### config.mk
export PLATFORM = sky130hd
export DESIGN_NAME = baro_cal_regs
export DESIGN_NICKNAME = d
export VERILOG_FILES = /design/src/rtl/core/baro_pkg.sv /design/src/rtl/core/baro_cal_regs.sv
export SDC_FILE = /design/constraint.sdc
export NUM_CORES = 1
export LEC_CHECK = 0
export ABC_AREA = 1
export BUFFER_PORTS_ARGS = -buffer_cell sky130_fd_sc_hd__buf_2
export CAP_MARGIN = 10
export CORE_ASPECT_RATIO = 0.75
export CORE_MARGIN = 1
export CORE_UTILIZATION = 40
export DETAILED_ROUTE_END_ITERATION = 16
export GPL_TIMING_DRIVEN = 0
export PLACE_DENSITY = 0.67
export SLEW_MARGIN = 40
export SYNTH_ARGS = -nofsm -noshare
export SYNTH_HDL_FRONTEND = slang
export SYNTH_SLANG_ARGS = --single-unit
### constraint.sdc
create_clock -name i_clk -period 0.81 [get_ports i_clk]
set_input_delay 0.081 -clock i_clk [delete_from_list [all_inputs] [get_ports i_clk]]
set_output_delay 0.081 -clock i_clk [all_outputs]
set_load 0.01 [all_outputs]
### src/rtl/core/baro_pkg.sv
package baro_pkg;

    localparam int CFG_IDX_W = 3;
    localparam int CAL_W     = 16;
    localparam int RAW_W     = 24;
    localparam int TEMP_W    = 15;
    localparam int PRES_W    = 17;

    // calibration register map
    localparam logic [CFG_IDX_W-1:0] REG_CAL_SENS     = 3'd0;
    localparam logic [CFG_IDX_W-1:0] REG_CAL_OFFSET   = 3'd1;
    localparam logic [CFG_IDX_W-1:0] REG_CAL_TCS      = 3'd2;
    localparam logic [CFG_IDX_W-1:0] REG_CAL_TCO      = 3'd3;
    localparam logic [CFG_IDX_W-1:0] REG_CAL_TREF     = 3'd4;
    localparam logic [CFG_IDX_W-1:0] REG_CAL_TEMPSENS = 3'd5;

    localparam int C_TEMP_REF  = 2000;   // 20.00 C
    localparam int C_VLOW_OFS  = 3500;   // distance from 20.00 C down to -15.00 C
    localparam int C_TEMP_MIN  = -4000;
    localparam int C_TEMP_MAX  = 8500;
    localparam int C_PRES_MIN  = 1000;
    localparam int C_PRES_MAX  = 120000;

    // accept edge to result strobe
    localparam int LATENCY = 11;

    typedef struct packed {
        logic [CAL_W-1:0] sens;
        logic [CAL_W-1:0] offset;
        logic [CAL_W-1:0] tcs;
        logic [CAL_W-1:0] tco;
        logic [CAL_W-1:0] tref;
        logic [CAL_W-1:0] tempsens;
    } t_cal;

    // first-order terms and squares, leaving the front stages
    typedef struct packed {
        logic               valid;
        logic [RAW_W-1:0]   d1;
        logic signed [18:0] temp;
        logic signed [34:0] off;
        logic signed [33:0] sens;
        logic [16:0]        t2;
        logic [33:0]        a;
        logic [34:0]        b;
        logic               low;
        logic               vlow;
    } t_front;

    // corrected terms, leaving the second-order stages
    typedef struct packed {
        logic               valid;
        logic [RAW_W-1:0]   d1;
        logic signed [19:0] tempc;
        logic signed [39:0] offc;
        logic signed [38:0] sensc;
    } t_corr;

endpackage

### src/rtl/core/baro_cal_regs.sv
module baro_cal_regs (
    input  logic                             i_clk,
    input  logic                             i_rst_n,
    input  logic                             i_cfg_we,
    input  logic [baro_pkg::CFG_IDX_W-1:0]   i_cfg_idx,
    input  logic [baro_pkg::CAL_W-1:0]       i_cfg_wdata,
    output baro_pkg::t_cal                   o_cal
);
    import baro_pkg::*;

    t_cal r_cal;

    always_ff @(posedge i_clk) begin
        if (!i_rst_n) begin
            r_cal <= '0;
        end else if (i_cfg_we) begin
            unique case (i_cfg_idx)
                REG_CAL_SENS:     r_cal.sens     <= i_cfg_wdata;
                REG_CAL_OFFSET:   r_cal.offset   <= i_cfg_wdata;
                REG_CAL_TCS:      r_cal.tcs      <= i_cfg_wdata;
                REG_CAL_TCO:      r_cal.tco      <= i_cfg_wdata;
                REG_CAL_TREF:     r_cal.tref     <= i_cfg_wdata;
                REG_CAL_TEMPSENS: r_cal.tempsens <= i_cfg_wdata;
                default: ;
            endcase
        end
    end

    assign o_cal = r_cal;

endmodule

=== Word level (Yosys, flattened, before mapping) ===
Index checks and enable logic that the tools add are counted.
Widths: inputs -> output; s select.

* Add/subtract/negate cells: 0
* $mul: 0
* Divide/modulo/power cells: 0
* Order comparisons: 0
* Equal/unequal tests: 5
* Shifts and indexed selects: 0
* Multiplexer cells: 0
* Bitwise operators: 0
* Reductions and logical operators: 7

{| class="wikitable"
|+ Operators by type and width
! kind !! count
|-
| $reduce_and 2->1 || 6
|-
| $eq 3x2->1 const B || 2
|-
| $eq 3x3->1 const B || 2
|-
| $eq 3x1->1 const B || 1
|-
| $logic_not 3->1 || 1
|}

* Flip-flop bits (word level): 96
* Bits in latches: 0
* Bits in writable memories: 0
* Memory bits (read-only): 0
* Word-level logic and storage cells: 18
* Memories: 0

=== Longest topological paths before layout ===
* Depth in word-level cells: 2
* Depth in mapped cells: 6
* Depth with buffers taken out: 5

=== Worst setup path before layout ===
Ideal clock, no wire load.

* Path type: input to register
* From: in i_rst_n
* To: reg r_cal (netlist bit o_cal[72])
* Setup time: 0.064 ns
* Data arrival time: 0.788 ns
* Required time: 0.746 ns
* Path slack: -0.042 ns
* Stages: 5
* Path buffers: 3
* Cells stage by stage: buf_2 buf_2 buf_1 nand2_1 nor2_1

{| class="wikitable"
|+ RTL lines
! what !! RTL line !! source
|-
| start, declared || baro_cal_regs.sv:3 || <nowiki>input logic i_rst_n,</nowiki>
|-
| end, declared || baro_cal_regs.sv:11 || <nowiki>t_cal r_cal;</nowiki>
|}

=== Final worst setup path ===
* From: reg r_cal (netlist bit o_cal[18])
* To: out o_cal[18] (netlist bit)

{| class="wikitable"
|+ RTL lines
! what !! RTL line !! source
|-
| end, declared || baro_cal_regs.sv:7 || <nowiki>output baro_pkg::t_cal o_cal</nowiki>
|}

No word-level cell between the ends.

==> reports/qor.yml <==
outcome:
  status: "complete, but fails checks"
  violations: "setup timing"
sta:
  rsz0062_at_grt: "true"
  final_max_slew_viol_count: 0
  slew_headroom_pct: 65.6
  finalCritPeriodShare_pct: 111
  min_period_ns: 0.900
  tightestPinTransition_ns: 0.517
  finalClockSkew_ns: 0
  fmax_mhz: 1110
  finalHoldViolCount: 0
  setup_viol: 96
  fin_ws_ns: -0.0896
  tns_ns: -5.37
drt:
  ant_nets: 0
  vias_per_cell: 4.89
  wirelength_um: 12400
  vias: 4100
  drtPass1Iterations: 5
  detail_route.wl_per_cell_um: 14.7
  drc: 0
  first_iter_violations: 396
layout:
  layout-drive-gt1-share_pct: 42.6
  final_nets: 728
  fin_area_um2: 5920
  largest_reg_flops: 96
  final_cells: 839
  n_antenna_cell: 0
  area_growth_pct: 53.4
cts:
  clk_pin_slew_ns: 0.07
  postCtsHoldBufs: 0
  tritoncts: "built"
  clock_sinks: 96
  cts-root-buf: "clkbuf_16"
  max-clock-path-buffers: 2
  cts_max_level: 3
  numCtsBuffers: 9
  insertion_delay_ns: 0.34
global_route:
  grt-ovfl-total: 0
  first_global_vias: 3752
  antenna_found_initial: 0
  grt_max_degree: 16
  grt_usage_pct: 25.1
  grt_pass1_wl_um: 18600
placement:
  gp_congestion: 0.867
  place_area_um2: 4600
  port_buffers: 116
  dp_cells: 796
  hpwlAfterDp_um: 8450
  place_ws_ns: -0.408
job:
  drv_cap: 0
worst_hold_path:
  min_path_type: "in2reg"
  whs_path_depth: 5
  min_from: "i_cfg_wdata[15]"
  worstHoldEndpoint: "o_cal[79]"
pwr:
  ir_drop_mv: 1.34
  power_mw: 11.4
  powerDensity_nw_per_um2: 1930
  power.leakage_nw: 2.75
die:
  die-width_um: 115
  placementRows: 30
  start_util_pct: 42.0
  coreArea_um2: 9200
  fp.dieArea_um2: 10000
  die_h_um: 87.1
  io_pins: 118
yosys:
  synthesis.area_um2: 3860
  synth_top_area_cell: "dfxtp_1"
  syn_avg_cell_area_um2: 6.99
  netlist_instances: 552
  synth_seq_area_share_pct: 49.8
  ys_ff_latch: 96
  ys_warn_count: 0
  synth_top_area_share_pct: 49.8
  synthFlopType: "dfxtp_1"
  synth_cell_types: 12
  synth_most_common_cell: "nor2_1"
  yosys-top-cells-area: "dfxtp_1, nor2_1, nand3_1"
  mappedNetlistNets: 574
  async_flop_share_pct: 0
  synth-edff-count: 0
  synth_top_cells_by_count: "nor2_1, nand2_1, dfxtp_1, nand3_1, buf_2"
setup_path:
  crit_fanout: 2
  slowest_stage: "dfxtp_2"
  cp-end-kind: "output port"
  crit_required_ns: 0.73
  path_cells: "buf_6"
  cp_num_buf_inv: 1
  r2r_setup_slack_ns: 0.08
  critical_path_class: "reg2out"
  reg2regPathDepth: 3
  worstPathArrival_ns: 0.82
  r2r_start: "o_cal[46]"
  r2r_end: "o_cal[46]"
  critPathTopFamily: "flip-flops"
  cpPeakStageDelay_ns: 0.36
  worstSetupStartpointType: "flop"
==> power by group <==
part           switching (mW)  leakage, nW  internal (mW)
registers               0.125        0.825           4.92
logic                   0.821         1.75          0.637
clock network            1.75        0.172           3.18
total                    2.70         2.75           8.73
==> logic make-up after synthesis <==
group,count (synthesis),share of synthesized area (%)
buf+inv,56,6.74
simple gates,400,43.4
flops,96,49.8
==> layer usage <==
metal	wire length, µm	share of wire (%)	vias to the layer above	GRT usage (%)
met2	5700	46	184	40.3
li1	-	-	2017	-
met5	0	0	-	0
met4	324	2.6	0	10.3
met1	5180	42	1874	32.0
met3	1160	9.4	25	6.68
==> cell usage in the layout, fill, tap and decap left out <==
cell type   count
inv_2           5
nand2_2         4
nand2_1        98
nor2_1        192
buf_2          39
nor2_2          2
buf_1           5
clkbuf_16       9
dfxtp_2        96
inv_1          17
bufinv_16       3
clkinvlp_4      1
buf_4          31
clkbuf_4        3
clkbuf_8        2
clkinv_2        1
nor2_4          9
nand3_1        96
buf_6          98
==> layout make-up <==
class | count | area [µm²]
well taps | 128 | 160
flip-flops and latches | 96 | 2040
clock buffers | 11 | 253
plain buffers | 34 | 196
clock inverters | 5 | 103
multi-input cells | 401 | 1710
repair buffers | 142 | 1380
inverters | 22 | 82.6
fillers | 800 | 3280
==> how the worst max path moves through the flow <==
| stage | from | to | slack [ns] | cells after the start |
|---|---|---|---|---|
| final | o_cal[18] | o_cal[18] | -0.09 | 1 |
| after floorplan | i_cfg_we | o_cal[63] | 0.005 | 6 |
| after global placement | i_cfg_we | o_cal[95] | -0.39 | 7 |
| after CTS | o_cal[17] | o_cal[17] | -0.09 | 1 |
| after global routing | o_cal[86] | o_cal[86] | -0.11 | 1 |
| after detailed placement | i_cfg_we | o_cal[91] | -0.41 | 7 |
==> what timing repair did <==
item / CTS / global route
buffers inserted: 10 / 16
gates cloned: 0 / 1
resized for setup: 193 / 16
endpoints found under the setup margin: 113 / 152
pin swaps: 0 / 6
==> per-stage QoR <==
step	util [%]	hold slack, ns
2_1_floorplan	-	0.321
3_3_place_gp	50.0	0.461
3_5_place_dp	50.0	0.467
4_1_cts	62.6	0.149
5_1_grt	64.4	0.165
6_report	64.4	0.163
Note: power is estimated with default switching activity, not from simulation.
