==> src/rtl/core/baro_pkg.sv <==
package baro_pkg;

    localparam int CFG_IDX_W = 3;
    localparam int CAL_W     = 16;
    localparam int RAW_W     = 24;
    localparam int TEMP_W    = 15;
    localparam int PRES_W    = 17;

    // calibration register map
    localparam logic [CFG_IDX_W-1:0] REG_CAL_SENS     = 3'd0;
    localparam logic [CFG_IDX_W-1:0] REG_CAL_OFFSET   = 3'd1;
    localparam logic [CFG_IDX_W-1:0] REG_CAL_TCS      = 3'd2;
    localparam logic [CFG_IDX_W-1:0] REG_CAL_TCO      = 3'd3;
    localparam logic [CFG_IDX_W-1:0] REG_CAL_TREF     = 3'd4;
    localparam logic [CFG_IDX_W-1:0] REG_CAL_TEMPSENS = 3'd5;

    localparam int C_TEMP_REF  = 2000;   // 20.00 C
    localparam int C_VLOW_OFS  = 3500;   // distance from 20.00 C down to -15.00 C
    localparam int C_TEMP_MIN  = -4000;
    localparam int C_TEMP_MAX  = 8500;
    localparam int C_PRES_MIN  = 1000;
    localparam int C_PRES_MAX  = 120000;

    // accept edge to result strobe
    localparam int LATENCY = 11;

    typedef struct packed {
        logic [CAL_W-1:0] sens;
        logic [CAL_W-1:0] offset;
        logic [CAL_W-1:0] tcs;
        logic [CAL_W-1:0] tco;
        logic [CAL_W-1:0] tref;
        logic [CAL_W-1:0] tempsens;
    } t_cal;

    // first-order terms and squares, leaving the front stages
    typedef struct packed {
        logic               valid;
        logic [RAW_W-1:0]   d1;
        logic signed [18:0] temp;
        logic signed [34:0] off;
        logic signed [33:0] sens;
        logic [16:0]        t2;
        logic [33:0]        a;
        logic [34:0]        b;
        logic               low;
        logic               vlow;
    } t_front;

    // corrected terms, leaving the second-order stages
    typedef struct packed {
        logic               valid;
        logic [RAW_W-1:0]   d1;
        logic signed [19:0] tempc;
        logic signed [39:0] offc;
        logic signed [38:0] sensc;
    } t_corr;

endpackage

==> src/rtl/core/baro_corr.sv <==
module baro_corr (
    input  logic               i_clk,
    input  logic               i_rst_n,
    input  baro_pkg::t_front   i_front,
    output baro_pkg::t_corr    o_corr
);
    import baro_pkg::*;

    // stage 5: OFF2, SENS2 and the corrected TEMP
    logic [36:0]        n5_a5;
    logic [37:0]        n5_b7;
    logic [38:0]        n5_b11;
    logic [39:0]        n5_off2;
    logic [39:0]        n5_sens2;
    logic signed [19:0] n5_tempc;
    logic               r5_valid;
    logic [RAW_W-1:0]   r5_d1;
    logic signed [19:0] r5_tempc;
    logic signed [34:0] r5_off;
    logic signed [33:0] r5_sens;
    logic [39:0]        r5_off2;
    logic [39:0]        r5_sens2;

    // stage 6: apply the corrections
    logic signed [40:0] n6_offc;
    logic signed [40:0] n6_sensc;
    t_corr              r6;

    assign n5_a5  = {1'b0, i_front.a, 2'b00} + {3'b000, i_front.a};
    assign n5_b7  = {i_front.b, 3'b000} - {3'b000, i_front.b};
    assign n5_b11 = {1'b0, i_front.b, 3'b000} + {3'b000, i_front.b, 1'b0}
                  + {4'b0000, i_front.b};

    always_comb begin
        n5_off2  = '0;
        n5_sens2 = '0;
        if (i_front.low) begin
            n5_off2  = {4'b0000, n5_a5[36:1]};
            n5_sens2 = {5'b00000, n5_a5[36:2]};
            if (i_front.vlow) begin
                n5_off2  = n5_off2 + {2'b00, n5_b7};
                n5_sens2 = n5_sens2 + {2'b00, n5_b11[38:1]};
            end
        end
    end

    assign n5_tempc = 20'(i_front.temp)
                    - $signed({3'b000, (i_front.low ? i_front.t2 : 17'd0)});

    always_ff @(posedge i_clk) begin
        if (!i_rst_n) begin
            r5_valid <= 1'b0;
        end else begin
            r5_valid <= i_front.valid;
        end
    end

    always_ff @(posedge i_clk) begin
        r5_d1    <= i_front.d1;
        r5_tempc <= n5_tempc;
        r5_off   <= i_front.off;
        r5_sens  <= i_front.sens;
        r5_off2  <= n5_off2;
        r5_sens2 <= n5_sens2;
    end

    assign n6_offc  = 41'(r5_off) - $signed({1'b0, r5_off2});
    assign n6_sensc = 41'(r5_sens) - $signed({1'b0, r5_sens2});

    always_ff @(posedge i_clk) begin
        if (!i_rst_n) begin
            r6.valid <= 1'b0;
        end else begin
            r6.valid <= r5_valid;
        end
        r6.d1    <= r5_d1;
        r6.tempc <= r5_tempc;
        r6.offc  <= n6_offc[39:0];
        r6.sensc <= n6_sensc[38:0];
    end

    assign o_corr = r6;

endmodule

==> config.mk <==
export PLATFORM = sky130hd
export DESIGN_NAME = baro_corr
export DESIGN_NICKNAME = d
export VERILOG_FILES = /design/src/rtl/core/baro_pkg.sv /design/src/rtl/core/baro_corr.sv
export SDC_FILE = /design/constraint.sdc
export NUM_CORES = 1
export LEC_CHECK = 0
export BUFFER_PORTS_ARGS = -buffer_cell sky130_fd_sc_hd__buf_2
export CORE_MARGIN = 3
export CORE_UTILIZATION = 60
export CTS_CLUSTER_SIZE = 25
export DETAILED_ROUTE_END_ITERATION = 6
export PLACE_DENSITY = 0.94
export REMOVE_ABC_BUFFERS = 1
export SYNTH_ARGS = -nofsm -noshare
export SYNTH_HDL_FRONTEND = slang
export SYNTH_SLANG_ARGS = --single-unit
==> constraint.sdc <==
create_clock -name i_clk -period 17 [get_ports i_clk]
set_clock_uncertainty 0.1 [all_clocks]
set_input_delay 1.7 -clock i_clk [delete_from_list [all_inputs] [get_ports i_clk]]
set_output_delay 1.7 -clock i_clk [all_outputs]
set_load 0.01 [all_outputs]
# Word level (Yosys, flattened, before mapping)
# Cells that the tools add are included.
[totals]
elab_cells = 27
inputBits = 203
ff_bits = 316
output_inout_bits = 124
[classes]
reduce_logical = 1
n_addsub = 9
mux = 3
[ops]
columns = ["operator", "count"]
rows = [
  ["$sub A35 B40 Y40", 1],
  ["$add A35 B38 Y39", 1],
  ["$add A36 B38 Y39", 1],
  ["$add A38 B36 Y39", 1],
  ["$add A39 B35 Y39", 1],
  ["$sub A34 B39 Y39", 1],
  ["$sub A38 B35 Y38", 1],
  ["$add A36 B34 Y37", 1],
  ["$mux W36", 1],
  ["$mux W35", 1],
  ["$sub A19 B18 Y20", 1],
  ["$mux W17", 1],
  ["$reduce_and A2 Y1", 1],
]

# Longest topological paths before layout
[logic_depth]
depth_word = 4
mapped_depth = 26

# Worst setup path after synthesis
# OpenSTA, ideal clock, no wires.
[synth_path]
path_kind = "input to register"
start = "input port i_front[2] (netlist name)"
end = "register r5_sens2[36]"
arrival_time_ns = 6.559
path_buffers = 0
path_stages = 26
setup_time_ns = 0.129
slack_ns = 10.212
t_required_ns = 16.771
cell_sequence = "inv_1 > fa_1 > inv_1 > fa_1 > a211oi_1 > o21ai_0 > nand2_1 > a2111o_1 > a311oi_2 > o31ai_1 > nor2_1 > o21ai_0 > nand2b_1 > a21oi_1 > xnor2_1 > ha_1 > and3_1 > nand2_1 > o21ai_0 > or3b_4 > a2111oi_4 > o21bai_1 > a21o_1 > a21o_1 > a21oi_1 > nor3b_2"
[synth_via]
elab_chain_len = 3
[synth_rtl]
columns = ["element", "line", "rtl"]
rows = [
  ["from (decl)", "baro_corr.sv:4", "input baro_pkg::t_front i_front,"],
  ["$add A38 B36 Y39", "baro_corr.sv:31", "assign n5_b11 = {1'b0, i_front.b, 3'b000} + {3'b000, i_front.b, 1'b0}"],
  ["$add A39 B35 Y39 (*)", "baro_corr.sv:32", "+ {4'b0000, i_front.b};"],
  ["$add A35 B38 Y39 (*)", "baro_corr.sv:42", "n5_sens2 = n5_sens2 + {2'b00, n5_b11[38:1]};"],
  ["to (signal assigned)", "baro_corr.sv:64", "r5_sens2 <= n5_sens2;"],
  ["to (decl)", "baro_corr.sv:22", "logic [39:0] r5_sens2;"],
]
# Mark *: on every way between the ends. The rest lies on a longest branch, timed or not.
# A chain may end at the register's enable or synchronous reset.

# Worst setup path after layout
[layout_path]
start = "input port i_front[4] (netlist name)"
end = "register r5_sens2[36]"
# The elaborated chain is that of the path after synthesis.

==> results list <==
- The run finished with clean final reports.
- For this run, the top clock speed supported by timing is 0.139 GHz.
- Type of origin of the critical path: input port
- Setup violations remaining at the end of the flow were counted as 0.
- Headroom to the max-slew limit: 0.277
* Worst EP required: 17.30 ns
- Fraction of power consumed by sequential logic: 0.264
* Die width: 195 µm
- After floorplanning, the core was divided into 68 placement rows.
- H-Tree Depth: 1
* Worst hold-check slack: 0.226 ns
- Maximum number of pins on one net before global-route repair: 80
- For this run, the detailed router's first-pass iteration total came to 5.
- Of all flip-flops after synthesis, the portion carrying an async set or reset was 0.
- Final HPWL from detailed placement: 48600 µm
* Number of nets in the layout: 3301
- No sink is reached through more buffers than the 3 on the longest clock path.
* Aggregate global-route resource usage: 0.303
* Final-report max-slew violation count: 0
- Data arrives at the worst endpoint at 7.52 ns.
- Setup TNS Final: 0 ns
- Fraction of power consumed by combinational cells: 0.539
- PnR worst setup slack: 9.78 ns
- The floorplan step defined a core boundary enclosing 35000 µm².
- The clock reaches the later pin of the worst-skew pair after 0.55 ns.
* Number of global-route vias before repair: 18900
- Ranked by instance count, the synthesized netlist is headed by 316 x sky130_fd_sc_hd__dfxtp_1, 268 x sky130_fd_sc_hd__ha_1, 224 x sky130_fd_sc_hd__a21oi_1.
- Of the available clock period, the critical path in the final layout requires 0.425.
* Routed WL per cell: 18.5 µm
* Most used DFF post-synth: sky130_fd_sc_hd__dfxtp_1
* Final wirelength: 60600 µm
- Sorting the synthesized cells by area gives the leading types as sky130_fd_sc_hd__dfxtp_1 29%, sky130_fd_sc_hd__ha_1 16%, sky130_fd_sc_hd__xnor2_1 6.3%.
- In this run the worst path has a maximum fanout of 6.
- After technology mapping, the gate count stands at 2466.
* Worst setup path category: in2reg
* Vias per cell: 5.92
* Total via count in the routed design: 19400
- In this run the worst hold path is classified as reg2reg.
- Once the clock tree was built, the resizer swapped 0 gates to a different size.
* Worst setup timing slack at the placement stage: 9.38 ns
* Total grt overflow: 0
- Yosys warning total: 0
- Once the clock tree was built, the setup fixing pass inserted 0 buffers.
- The first global-routing pass estimated 96000 µm of wire.
- Layout cell share with drive strength beyond 1: 0.149
- IR analysis of the VDD net gives a maximum drop of 0.000158 V.
- At the end of routability-driven placement, the weighted congestion stood at 1.01.
* Die outline area: 38200 µm²
- CTS tree: done
- The area growth from synthesis to layout is 14.9%.
* Number of distinct standard cells referenced by the synthesized netlist: 80
- The synthesized netlist occupies a cell area of 21500 µm².
- Counting flops with a built-in enable in the synthesized netlist gives 0.
- Final count of hold timing violations: 0
- The die is 195 µm tall.
* Starting Density: 0.616
- Min Clock Period, post-route: 7.22 ns
- Hold_buf cts: 0
- The analysis attributes to net switching a power of 1.54 mW.
- In this run the static leakage power is 11.6 nW.
- Number of buffers created by CTS: 29
* Cell chosen for the clock root: sky130_fd_sc_hd__clkbuf_16
* Max_cap viols: 0
* DRT iter0 DRCs: 1351
- Antenna violations before repair: 4
- By instance count, the leading cell after synthesis is sky130_fd_sc_hd__dfxtp_1.
- Internal power comes to 2.22 mW.
- RSZ-0062 raised after global routing: no
- Tightest Pin Transition: 1.08 ns
* Crit end category: register
- Power spread over the standard cell area amounts to 152 nW/µm².
* Synth top area share: 0.294
- Antenna viol nets, final: 0
- Mean instance size in the synthesized netlist: 8.73 µm²
- In this run the tool buffered the top-level ports with 326 buffer cells.
* Post-Place Cell Area: 23600 µm²
- At the end of the flow the core is filled with cells to 0.707.
- Num Clock Sinks: 316
* Sequential fraction of the synthesis area: 0.294
- sky130_fd_sc_hd__dfxtp_1 takes more of the synthesized area than any other cell.
- The share of total power dissipated in the clock network is 0.197.
- After detailed routing, the number of remaining DRC violations is 0.
- Clock-pin transition on the worst setup and hold timing paths: 0.07 ns
- In this run, synthesis produced a sequential element count of 316.
- 327 I/O pins were placed.
- Switching power share of the total: 0.410
- After routing the design area is 24700 µm².
==> power groups by stage <==
stage	logic [mW]	registers [mW]	clock network, mW
floorplan	1.39	1.04	0
global placement	1.91	1.00	0
detailed placement	1.96	1.01	0
CTS	1.99	0.991	0.749
global route	2.22	1.00	0.778
finish	2.02	0.992	0.741
==> sequential cells by signal (all words and copies together) (netlist names) <==
| register | cells |
|---|---|
| o_corr | 124 |
| r5_d1 | 24 |
| r5_off | 35 |
| r5_off2 | 39 |
| r5_sens | 34 |
| r5_sens2 | 39 |
| r5_tempc | 20 |
| r5_valid | 1 |
==> per-stage QoR <==
stage / total power [mW] / instances
final: 3.76 / 3273
after CTS: 3.72 / 3268
after global placement: 2.91 / 3215
after floorplan: 2.43 / 2432
after detailed placement: 2.97 / 3215
after global routing: 4.00 / 3272
==> worst paths after layout <==
| path | start | endpoint | slack (ns) | depth (start not counted) |
|---|---|---|---|---|
| setup / recovery | i_front[4] | r5_sens2[36]$_SDFF_PN0_ | 9.78 | 27 |
| hold / removal | r5_d1[2]$_DFF_P_ | o_corr[101]$_DFF_P_ | 0.23 | 0 |
| setup reg to reg | r5_off[0]$_DFF_P_ | o_corr[77]$_DFF_P_ | 13.21 | 14 |
| hold reg to reg | r5_d1[2]$_DFF_P_ | o_corr[101]$_DFF_P_ | 0.23 | 0 |
==> metal layers <==
layer  part of all wire  routed length [µm]  up-vias  track usage
met5                  0                   0        -            0
met1               0.44               26400     9018        0.408
met2               0.47               28300      782        0.520
met4              0.028                1700        0       0.0842
met3              0.068                4100      115       0.0297
li1                   -                   -     9446            -
==> placed cells by master (no fill, tap or decap), drive strengths merged, types with 8 or more instances in the layout <==
cell     Yosys  routed
o211ai      18      18
inv        183     186
and3        32      32
xnor2      157     157
o21bai      37      37
and2        13      13
o21ai      132     132
nand4       18      18
o31a         9       9
xor2        69      69
a211oi      32      32
o22ai        8       8
o31ai       23      23
fa          39      39
buf          3     328
nand2b      47      47
nor2b       58      58
bufinv       0       8
a21oi      228     228
o21a        47      47
nor2       136     136
a21boi      27      27
or3         17      17
clkbuf      31      32
nand3       51      51
a311oi       8       8
a31oi       17      17
nor3        38      38
a21o       126     126
ha         268     268
nand2      171     171
dfxtp      316     316
a2111oi      8       8
==> cells by family after synthesis <==
kind of cell,after synthesis,synth area share
multiplexers,3,0.00140
AND/OR/NAND/NOR,615,0.140
buffers and inverters,217,0.0378
AO/OA/AOI/OAI,781,0.242
adder cells (fa/ha/maj),307,0.192
XOR/XNOR,226,0.0923
flip-flops,316,0.294
other,1,0.000174
==> area by class of cell <==
class                           count  area, µm²
Fill cell                        2652      10200
Antenna cell                        5       12.5
Tap cell                          455        569
Multi-Input combinational cell   1933      14400
Clock buffer                       32        767
Sequential cell                   316       6330
Clock inverter                     21        339
Timing Repair Buffer              328       1650
Inverter                          183        687
==> critical path, stage by stage <==
cell and delay, ns:
sky130_fd_sc_hd__buf_2 0.16, sky130_fd_sc_hd__inv_1 0.12, sky130_fd_sc_hd__fa_1 0.52, sky130_fd_sc_hd__inv_1 0.07, sky130_fd_sc_hd__fa_1 0.47, sky130_fd_sc_hd__a211oi_1 0.32, sky130_fd_sc_hd__o21ai_0 0.19, sky130_fd_sc_hd__nand2_1 0.12
sky130_fd_sc_hd__a2111o_1 0.24, sky130_fd_sc_hd__a311oi_2 0.15, sky130_fd_sc_hd__o31ai_1 0.44, sky130_fd_sc_hd__nor2_1 0.10, sky130_fd_sc_hd__o21ai_0 0.19, sky130_fd_sc_hd__nand2b_1 0.08, sky130_fd_sc_hd__a21oi_1 0.18, sky130_fd_sc_hd__xnor2_1 0.16
sky130_fd_sc_hd__ha_1 0.32, sky130_fd_sc_hd__and3_1 0.22, sky130_fd_sc_hd__nand2_1 0.06, sky130_fd_sc_hd__o21ai_0 0.07, sky130_fd_sc_hd__or3b_4 0.42, sky130_fd_sc_hd__a2111oi_4 0.34, sky130_fd_sc_hd__o21bai_1 0.16, sky130_fd_sc_hd__a21o_1 0.22
sky130_fd_sc_hd__a21o_1 0.20, sky130_fd_sc_hd__a21oi_1 0.20, sky130_fd_sc_hd__nor3b_2 0.07
Power figures use the tool's default switching activity.
