### src/rtl/core/baro_pkg.sv
package baro_pkg;

    localparam int CFG_IDX_W = 3;
    localparam int CAL_W     = 16;
    localparam int RAW_W     = 24;
    localparam int TEMP_W    = 15;
    localparam int PRES_W    = 17;

    // calibration register map
    localparam logic [CFG_IDX_W-1:0] REG_CAL_SENS     = 3'd0;
    localparam logic [CFG_IDX_W-1:0] REG_CAL_OFFSET   = 3'd1;
    localparam logic [CFG_IDX_W-1:0] REG_CAL_TCS      = 3'd2;
    localparam logic [CFG_IDX_W-1:0] REG_CAL_TCO      = 3'd3;
    localparam logic [CFG_IDX_W-1:0] REG_CAL_TREF     = 3'd4;
    localparam logic [CFG_IDX_W-1:0] REG_CAL_TEMPSENS = 3'd5;

    localparam int C_TEMP_REF  = 2000;   // 20.00 C
    localparam int C_VLOW_OFS  = 3500;   // distance from 20.00 C down to -15.00 C
    localparam int C_TEMP_MIN  = -4000;
    localparam int C_TEMP_MAX  = 8500;
    localparam int C_PRES_MIN  = 1000;
    localparam int C_PRES_MAX  = 120000;

    // accept edge to result strobe
    localparam int LATENCY = 11;

    typedef struct packed {
        logic [CAL_W-1:0] sens;
        logic [CAL_W-1:0] offset;
        logic [CAL_W-1:0] tcs;
        logic [CAL_W-1:0] tco;
        logic [CAL_W-1:0] tref;
        logic [CAL_W-1:0] tempsens;
    } t_cal;

    // first-order terms and squares, leaving the front stages
    typedef struct packed {
        logic               valid;
        logic [RAW_W-1:0]   d1;
        logic signed [18:0] temp;
        logic signed [34:0] off;
        logic signed [33:0] sens;
        logic [16:0]        t2;
        logic [33:0]        a;
        logic [34:0]        b;
        logic               low;
        logic               vlow;
    } t_front;

    // corrected terms, leaving the second-order stages
    typedef struct packed {
        logic               valid;
        logic [RAW_W-1:0]   d1;
        logic signed [19:0] tempc;
        logic signed [39:0] offc;
        logic signed [38:0] sensc;
    } t_corr;

endpackage

### src/rtl/core/baro_pres.sv
module baro_pres (
    input  logic                                i_clk,
    input  logic                                i_rst_n,
    input  baro_pkg::t_corr                     i_corr,
    output logic                                o_strobe,
    output logic signed [baro_pkg::TEMP_W-1:0]  o_temperature_centi,
    output logic [baro_pkg::PRES_W-1:0]         o_pressure_pa,
    output logic                                o_clamped
);
    import baro_pkg::*;

    // stage 7: split D1 * SENS into two partial products
    logic [19:0]        n7_lo;
    logic signed [18:0] n7_hi;
    logic [43:0]        n7_plo;
    logic signed [43:0] n7_phi;
    logic               r7_valid;
    logic [43:0]        r7_plo;
    logic signed [43:0] r7_phi;
    logic signed [39:0] r7_offc;
    logic signed [19:0] r7_tempc;

    // stage 8: recombine
    logic signed [63:0] n8_prod;
    logic               r8_valid;
    logic signed [63:0] r8_prod;
    logic signed [39:0] r8_offc;
    logic signed [19:0] r8_tempc;

    // stage 9: scale by 2^-21
    logic signed [63:0] n9_yf;
    logic               r9_valid;
    logic signed [42:0] r9_y;
    logic signed [39:0] r9_offc;
    logic signed [19:0] r9_tempc;

    // stage 10: subtract OFF
    logic signed [43:0] n10_x;
    logic               r10_valid;
    logic signed [43:0] r10_x;
    logic signed [19:0] r10_tempc;

    // stage 11: scale by 2^-15, saturate
    logic signed [43:0]       n11_pf;
    logic signed [28:0]       n11_p;
    logic [PRES_W-1:0]        n11_pres;
    logic signed [TEMP_W-1:0] n11_temp;
    logic                     n11_pclip;
    logic                     n11_tclip;
    logic                     r_strobe;
    logic [PRES_W-1:0]        r_pres;
    logic signed [TEMP_W-1:0] r_temp;
    logic                     r_clamped;

    assign n7_lo  = i_corr.sensc[19:0];
    assign n7_hi  = i_corr.sensc[38:20];
    assign n7_plo = i_corr.d1 * n7_lo;
    assign n7_phi = n7_hi * $signed({1'b0, i_corr.d1});

    always_ff @(posedge i_clk) begin
        if (!i_rst_n) begin
            r7_valid  <= 1'b0;
            r8_valid  <= 1'b0;
            r9_valid  <= 1'b0;
            r10_valid <= 1'b0;
            r_strobe  <= 1'b0;
        end else begin
            r7_valid  <= i_corr.valid;
            r8_valid  <= r7_valid;
            r9_valid  <= r8_valid;
            r10_valid <= r9_valid;
            r_strobe  <= r10_valid;
        end
    end

    always_ff @(posedge i_clk) begin
        r7_plo   <= n7_plo;
        r7_phi   <= n7_phi;
        r7_offc  <= i_corr.offc;
        r7_tempc <= i_corr.tempc;
    end

    assign n8_prod = (64'(r7_phi) <<< 20) + $signed({20'h00000, r7_plo});

    always_ff @(posedge i_clk) begin
        r8_prod  <= n8_prod;
        r8_offc  <= r7_offc;
        r8_tempc <= r7_tempc;
    end

    // divide toward zero
    assign n9_yf = (r8_prod + (r8_prod[63] ? 64'sd2097151 : 64'sd0)) >>> 21;

    always_ff @(posedge i_clk) begin
        r9_y     <= n9_yf[42:0];
        r9_offc  <= r8_offc;
        r9_tempc <= r8_tempc;
    end

    assign n10_x = 44'(r9_y) - 44'(r9_offc);

    always_ff @(posedge i_clk) begin
        r10_x     <= n10_x;
        r10_tempc <= r9_tempc;
    end

    assign n11_pf = (r10_x + (r10_x[43] ? 44'sd32767 : 44'sd0)) >>> 15;
    assign n11_p  = n11_pf[28:0];

    always_comb begin
        n11_pclip = 1'b1;
        if (n11_p < 29'(C_PRES_MIN)) begin
            n11_pres = PRES_W'(C_PRES_MIN);
        end else if (n11_p > 29'(C_PRES_MAX)) begin
            n11_pres = PRES_W'(C_PRES_MAX);
        end else begin
            n11_pres  = n11_p[PRES_W-1:0];
            n11_pclip = 1'b0;
        end
    end

    always_comb begin
        n11_tclip = 1'b1;
        if (r10_tempc < 20'(C_TEMP_MIN)) begin
            n11_temp = TEMP_W'(C_TEMP_MIN);
        end else if (r10_tempc > 20'(C_TEMP_MAX)) begin
            n11_temp = TEMP_W'(C_TEMP_MAX);
        end else begin
            n11_temp  = r10_tempc[TEMP_W-1:0];
            n11_tclip = 1'b0;
        end
    end

    always_ff @(posedge i_clk) begin
        r_pres    <= n11_pres;
        r_temp    <= n11_temp;
        r_clamped <= n11_pclip | n11_tclip;
    end

    assign o_strobe            = r_strobe;
    assign o_temperature_centi = r_temp;
    assign o_pressure_pa       = r_pres;
    assign o_clamped           = r_clamped;

endmodule

### config.mk
export PLATFORM = sky130hd
export DESIGN_NAME = baro_pres
export DESIGN_NICKNAME = d
export VERILOG_FILES = /design/src/rtl/core/baro_pkg.sv /design/src/rtl/core/baro_pres.sv
export SDC_FILE = /design/constraint.sdc
export NUM_CORES = 2
export LEC_CHECK = 0
export BUFFER_PORTS_ARGS = -buffer_cell sky130_fd_sc_hd__buf_4
export CAP_MARGIN = 0
export CORE_MARGIN = 10
export CORE_UTILIZATION = 40
export CTS_CLUSTER_DIAMETER = 200
export DETAILED_ROUTE_END_ITERATION = 16
export GPL_ROUTABILITY_DRIVEN = 0
export PLACE_DENSITY_LB_ADDON = 0.25
export SYNTH_ARGS = -nofsm -noshare
export SYNTH_HDL_FRONTEND = slang
export SYNTH_SLANG_ARGS = --single-unit
### constraint.sdc
create_clock -name i_clk -period 6.42 [get_ports i_clk]
set_clock_uncertainty 0.05 [all_clocks]
set_input_delay 0 -clock i_clk [delete_from_list [all_inputs] [get_ports i_clk]]
set_output_delay 0 -clock i_clk [all_outputs]
set_load 0.1 [all_outputs]
## After elaboration in Yosys (flattened, before gate mapping)

Cells that the tools add are included.

- Bits in registers: 477
- Word-level logic and storage cells: 43
- Bits of input ports: 126

- Bitwise operators: 1
- Order comparisons: 4
- Reduce and logical (&&, ||, !) cells: 2
- $add $sub $neg: 4
- Multiplexer cells: 8
- Multipliers: 2

Operator list:

| operator | count |
|---|---|
| $add 64x22->64 | 1 |
| $add 64x45->64 | 1 |
| $add 44x16->44 | 1 |
| $mul 19x25->44 | 1 |
| $mul 24x20->44 | 1 |
| $sub 43x40->44 | 1 |
| $mux 15 | 2 |
| $gt 29x18->1 const B | 1 |
| $lt 29x11->1 const B | 1 |
| $mux 21 | 1 |
| $gt 20x15->1 const B | 1 |
| $lt 20x13->1 const B | 1 |
| $mux 17 | 1 |
| $mux 1 | 4 |
| $reduce_or 2->1 | 2 |
| $or 1x1->1 | 1 |

## Depth between registers and ports, before layout

- Depth in word-level cells: 6
- Mapped depth: 28
- Mapped depth without buffers: 26

## Worst setup path before layout

OpenSTA, ideal clock, no wires.

- Path kind: input port to flip-flop
- From: input port i_corr[106] (netlist bit)
- To: register r7_plo[36]
- Setup slack: 0.008 ns
- Stages on the path: 25
- Required time: 6.298 ns
- Arrival time: 6.290 ns
- Library setup time: 0.072 ns
- Buffers on the path: 2
- Cell sequence: clkbuf_1 clkbuf_1 nand2_1 fa_1 inv_1 fa_1 inv_1 fa_1 inv_1 fa_1 fa_1 fa_1 inv_1 fa_1 inv_1 ha_1 inv_1 o21ai_0 a221o_1 a221oi_4 o21ai_1 a41o_1 a21o_1 a21oi_1 xnor2_1

- Word-level cells in the longest chain between the ends: 1

RTL lines:

| item | line | RTL |
|---|---|---|
| from (decl) | baro_pres.sv:4 | `input baro_pkg::t_corr i_corr,` |
| $mul 24x20->44 | baro_pres.sv:57 | `assign n7_plo = i_corr.d1 * n7_lo;` |
| via n7_plo[36] | baro_pres.sv:15 | `logic [43:0] n7_plo;` |
| to (signal assigned) | baro_pres.sv:77 | `r7_plo <= n7_plo;` |
| to (decl) | baro_pres.sv:18 | `logic [43:0] r7_plo;` |

The timed path passes the listed nets, and every way through them passes these cells.
A chain may end at the register's enable or synchronous reset.

## Final worst setup path

- From: input port i_corr[109] (netlist bit)
- To: register r7_plo[43]

The elaborated chain is that of the path after synthesis.

==> results.py <==
metrics = {
    "global_routing": {
        "grt_max_degree": 33,
        "grt_pass1_wl_mm": 191,
        "grt.busiest_layer": "met2",
        "antenna_found_initial": 15,
        "grtUsageMet2_pct": 29.7,
        "overflow": 0,
        "grt_pass1_vias": 34900,
        "use_met1_pct": 25.1,
        "grt_util_met3_pct": 2.40,
        "grt_usage_pct": 18.0,
    },
    "detailed_routing": {
        "dr.pass1.iters": 5,
        "drt_wl_total_mm": 117,
        "drc_errors": 0,
        "drtAntennaViolNets": 0,
        "viasPerCell": 4.83,
        "drt-initial-drc-count": 1886,
        "vias": 33200,
        "routedWlPerCell_microns": 17.0,
    },
    "floorplan": {
        "start_util_pct": 40.3,
        "die-area_sq_um": 131000,
        "rows": 125,
        "die_h_microns": 362,
        "io_pins": 160,
        "core_sq_um": 116000,
        "die_w_microns": 362,
    },
    "synthesis": {
        "yosys-top-cells-area": "fa_1 (33%), dfxtp_1 (20%), ha_1 (11%), inv_1 (7.4%), and2_1 (6.6%)",
        "synth_edf_count": 0,
        "syn_nets": 6211,
        "synthArstFlopShare_pct": 0,
        "ys.flop_type": "dfxtp_1",
        "synth_cell_types": 79,
        "yosysWarnings": 0,
        "synth_seq_cells": 477,
        "synth_top_family_by_area": "adder cells",
        "syn-cell-area_sq_um": 46800,
        "synthSimpleGateAreaFrac_pct": 15.6,
        "synth_fa_ha_area_share_pct": 44.3,
        "synthCells": 4891,
        "synth_compound_area_share_pct": 6.78,
        "postSynthAreaPerCell_sq_um": 9.56,
        "yosysTopAreaCell": "fa_1",
        "synth_top_area_share_pct": 32.8,
        "synth.mux.area_fraction_pct": 0.0428,
        "synth-xor-area-share_pct": 3.93,
        "yosysSeqAreaShare_pct": 20.4,
    },
    "critical_path": {
        "r2r_cells": 12,
        "slowest_delay_ns": 0.56,
        "crit_type": "input pin to register",
        "start_kind": "input pin",
        "cp_slowest_cell": "fa_1",
        "arrival_ns": 6.46,
        "path_depth": 25,
        "path_buf_inv": 6,
        "crit_top_cell": "fa_1",
        "cp_max_fo": 14,
        "crit_family": "adder cells",
        "r2r_start": "r8_prod[63]",
        "worstPathRequired_ns": 6.81,
        "end_kind": "register",
        "rrSetupSlack_ns": 2.33,
        "rr_endpoint": "r9_y[8]",
    },
    "final_layout": {
        "final_nets": 6628,
        "area.growth.synth_to_final_pct": 16.1,
        "final_common_cell": "inv_1",
        "drive_above_1_share_pct": 10.9,
        "final_cell_mix": "inv_1 (917), fa_1 (767), nand2_1 (534), and2_1 (494), dfxtp_1 (477)",
        "stdcell_area_sq_um": 54300,
        "final_util_pct": 46.8,
    },
    "timing": {
        "setup_violations": 0,
        "worst_slack_ns": 0.355,
        "finalMaxSlewViolations": 0,
        "fin_crit_sh_pct": 94.5,
        "hold_viol": 0,
        "fmax_ghz": 0.165,
        "holdWs_ns": 0.0277,
        "worst_pin_slew_ns": 0.745,
        "slew_headroom_pct": 50.3,
        "fin_crit_ns": 6.06,
        "rsz0062_at_grt": "false",
    },
    "cts": {
        "clock_sinks": 477,
        "clk_path_buf_depth": 3,
        "cts_tree": "done",
        "clk_latency_ns": 0.58,
        "cts-root-buf": "clkbuf_16",
        "cts.clk_slew.worst_paths_ns": 0.07,
        "post_cts_buffers": 0,
        "cts_made_buffers": 47,
        "cts_max_level": 2,
    },
    "min_path": {
        "min_path_type": "input pin to register",
        "min_from": "i_corr[60]",
        "whs_path_depth": 2,
        "min_to": "r7_offc[21]",
    },
    "placement": {
        "place_area_sq_um": 51700,
        "numPortBuffers": 159,
        "place_hpwl_mm": 98.7,
        "pre_cts_slack_ns": -0.385,
    },
    "status": {
        "status": "complete, no violations",
    },
    "flow_run": {
        "cap_violations": 0,
    },
}
[state kept, by name (all words and copies together) (netlist names)]
register	count
r9_tempc	20
r8_prod	64
r9_offc	40
r8_tempc	20
r8_offc	40
r7_tempc	20
r7_plo	44
o_clamped	1
r7_valid	1
r9_y	43
o_strobe	1
o_temperature_centi	15
o_pressure_pa	17
r8_valid	1
r7_phi	44
r10_tempc	20
r7_offc	40
r10_x	44
r10_valid	1
r9_valid	1
[worst max path at each step]
| stage | startpoint | endpoint | slack [ns] |
|---|---|---|---|
| 6_report | i_corr[109] | r7_plo[43] | 0.36 |
| 5_1_grt | i_corr[111] | r7_plo[36] | 0.06 |
| 4_1_cts | i_corr[114] | r7_phi[33] | 0.21 |
| 3_5_place_dp | i_corr[114] | r7_phi[33] | -0.38 |
| 3_3_place_gp | i_corr[109] | r7_plo[43] | -0.28 |
| 2_1_floorplan | i_corr[106] | r7_plo[36] | 0.008 |
[layout make-up]
| cell class | instances | area (sq um) |
|---|---|---|
| multi-input combinational | 3304 | 33000 |
| clock inverter | 28 | 335 |
| fill | 11100 | 61800 |
| clock buffer | 58 | 1300 |
| timing repair buffer | 561 | 4710 |
| tap | 1524 | 1910 |
| antenna | 2 | 5.00 |
| sequential | 477 | 9550 |
| inverter | 917 | 3440 |
[worst reg2reg max path, cell delays in order (launching register included)]
cell and delay [ns]:
dfxtp_1 0.31, buf_4 0.30, ha_1 0.33, a21o_1 0.18, a21o_1 0.17, a211o_1 0.30, a31o_2 0.25, a221oi_2 0.63
nor2b_1 0.25, nand3_1 0.36, nor2b_1 0.13, and3_1 0.21, xor2_1 0.45
[metal layers]
metal	share of wire [%]	vias up
met5	0.065	-
met4	2.0	12
met3	5.4	132
met2	46	710
met1	46	16500
li1	-	15900
[cell usage after synthesis, drive strengths merged (40+ instances only)]
| cell type | number |
|---|---|
| inv | 917 |
| fa | 767 |
| nand2 | 534 |
| and2 | 494 |
| dfxtp | 477 |
| ha | 427 |
| clkbuf | 184 |
| xnor2 | 141 |
| a21oi | 126 |
| nor2 | 113 |
| o21ai | 81 |
| a21o | 75 |
| xor2 | 69 |
| nand3 | 60 |
| nor2b | 40 |
[timing repair]
action,4_1_cts,5_1_grt
hold endpoints to repair,69,0
hold buffers,90,0
setup endpoints to repair,0,5
gates resized for setup,0,6
[through the flow]
stage | TNS (ns) | cells
3_5_place_dp | -4.13 | 6693
3_3_place_gp | -2.66 | 6693
6_report | 0 | 6871
5_1_grt | 0 | 6869
4_1_cts | 0 | 6869
2_1_floorplan | 0 | 4891
[logic make-up (layout without fill, tap and decap cells)]
family,count (synthesis),count (layout)
adders and majority gates,1194,1194
AOI/OAI and AO/OA,468,468
xor gates and xnor gates,210,210
buffers and inverters,1110,1564
other,0,2
DFF,477,477
muxes,2,2
and+or+nand+nor,1430,1430
Power is left out: the tool's default activity adds up to more than one toggle a clock period on the data nets, which glitch-free logic cannot reach.
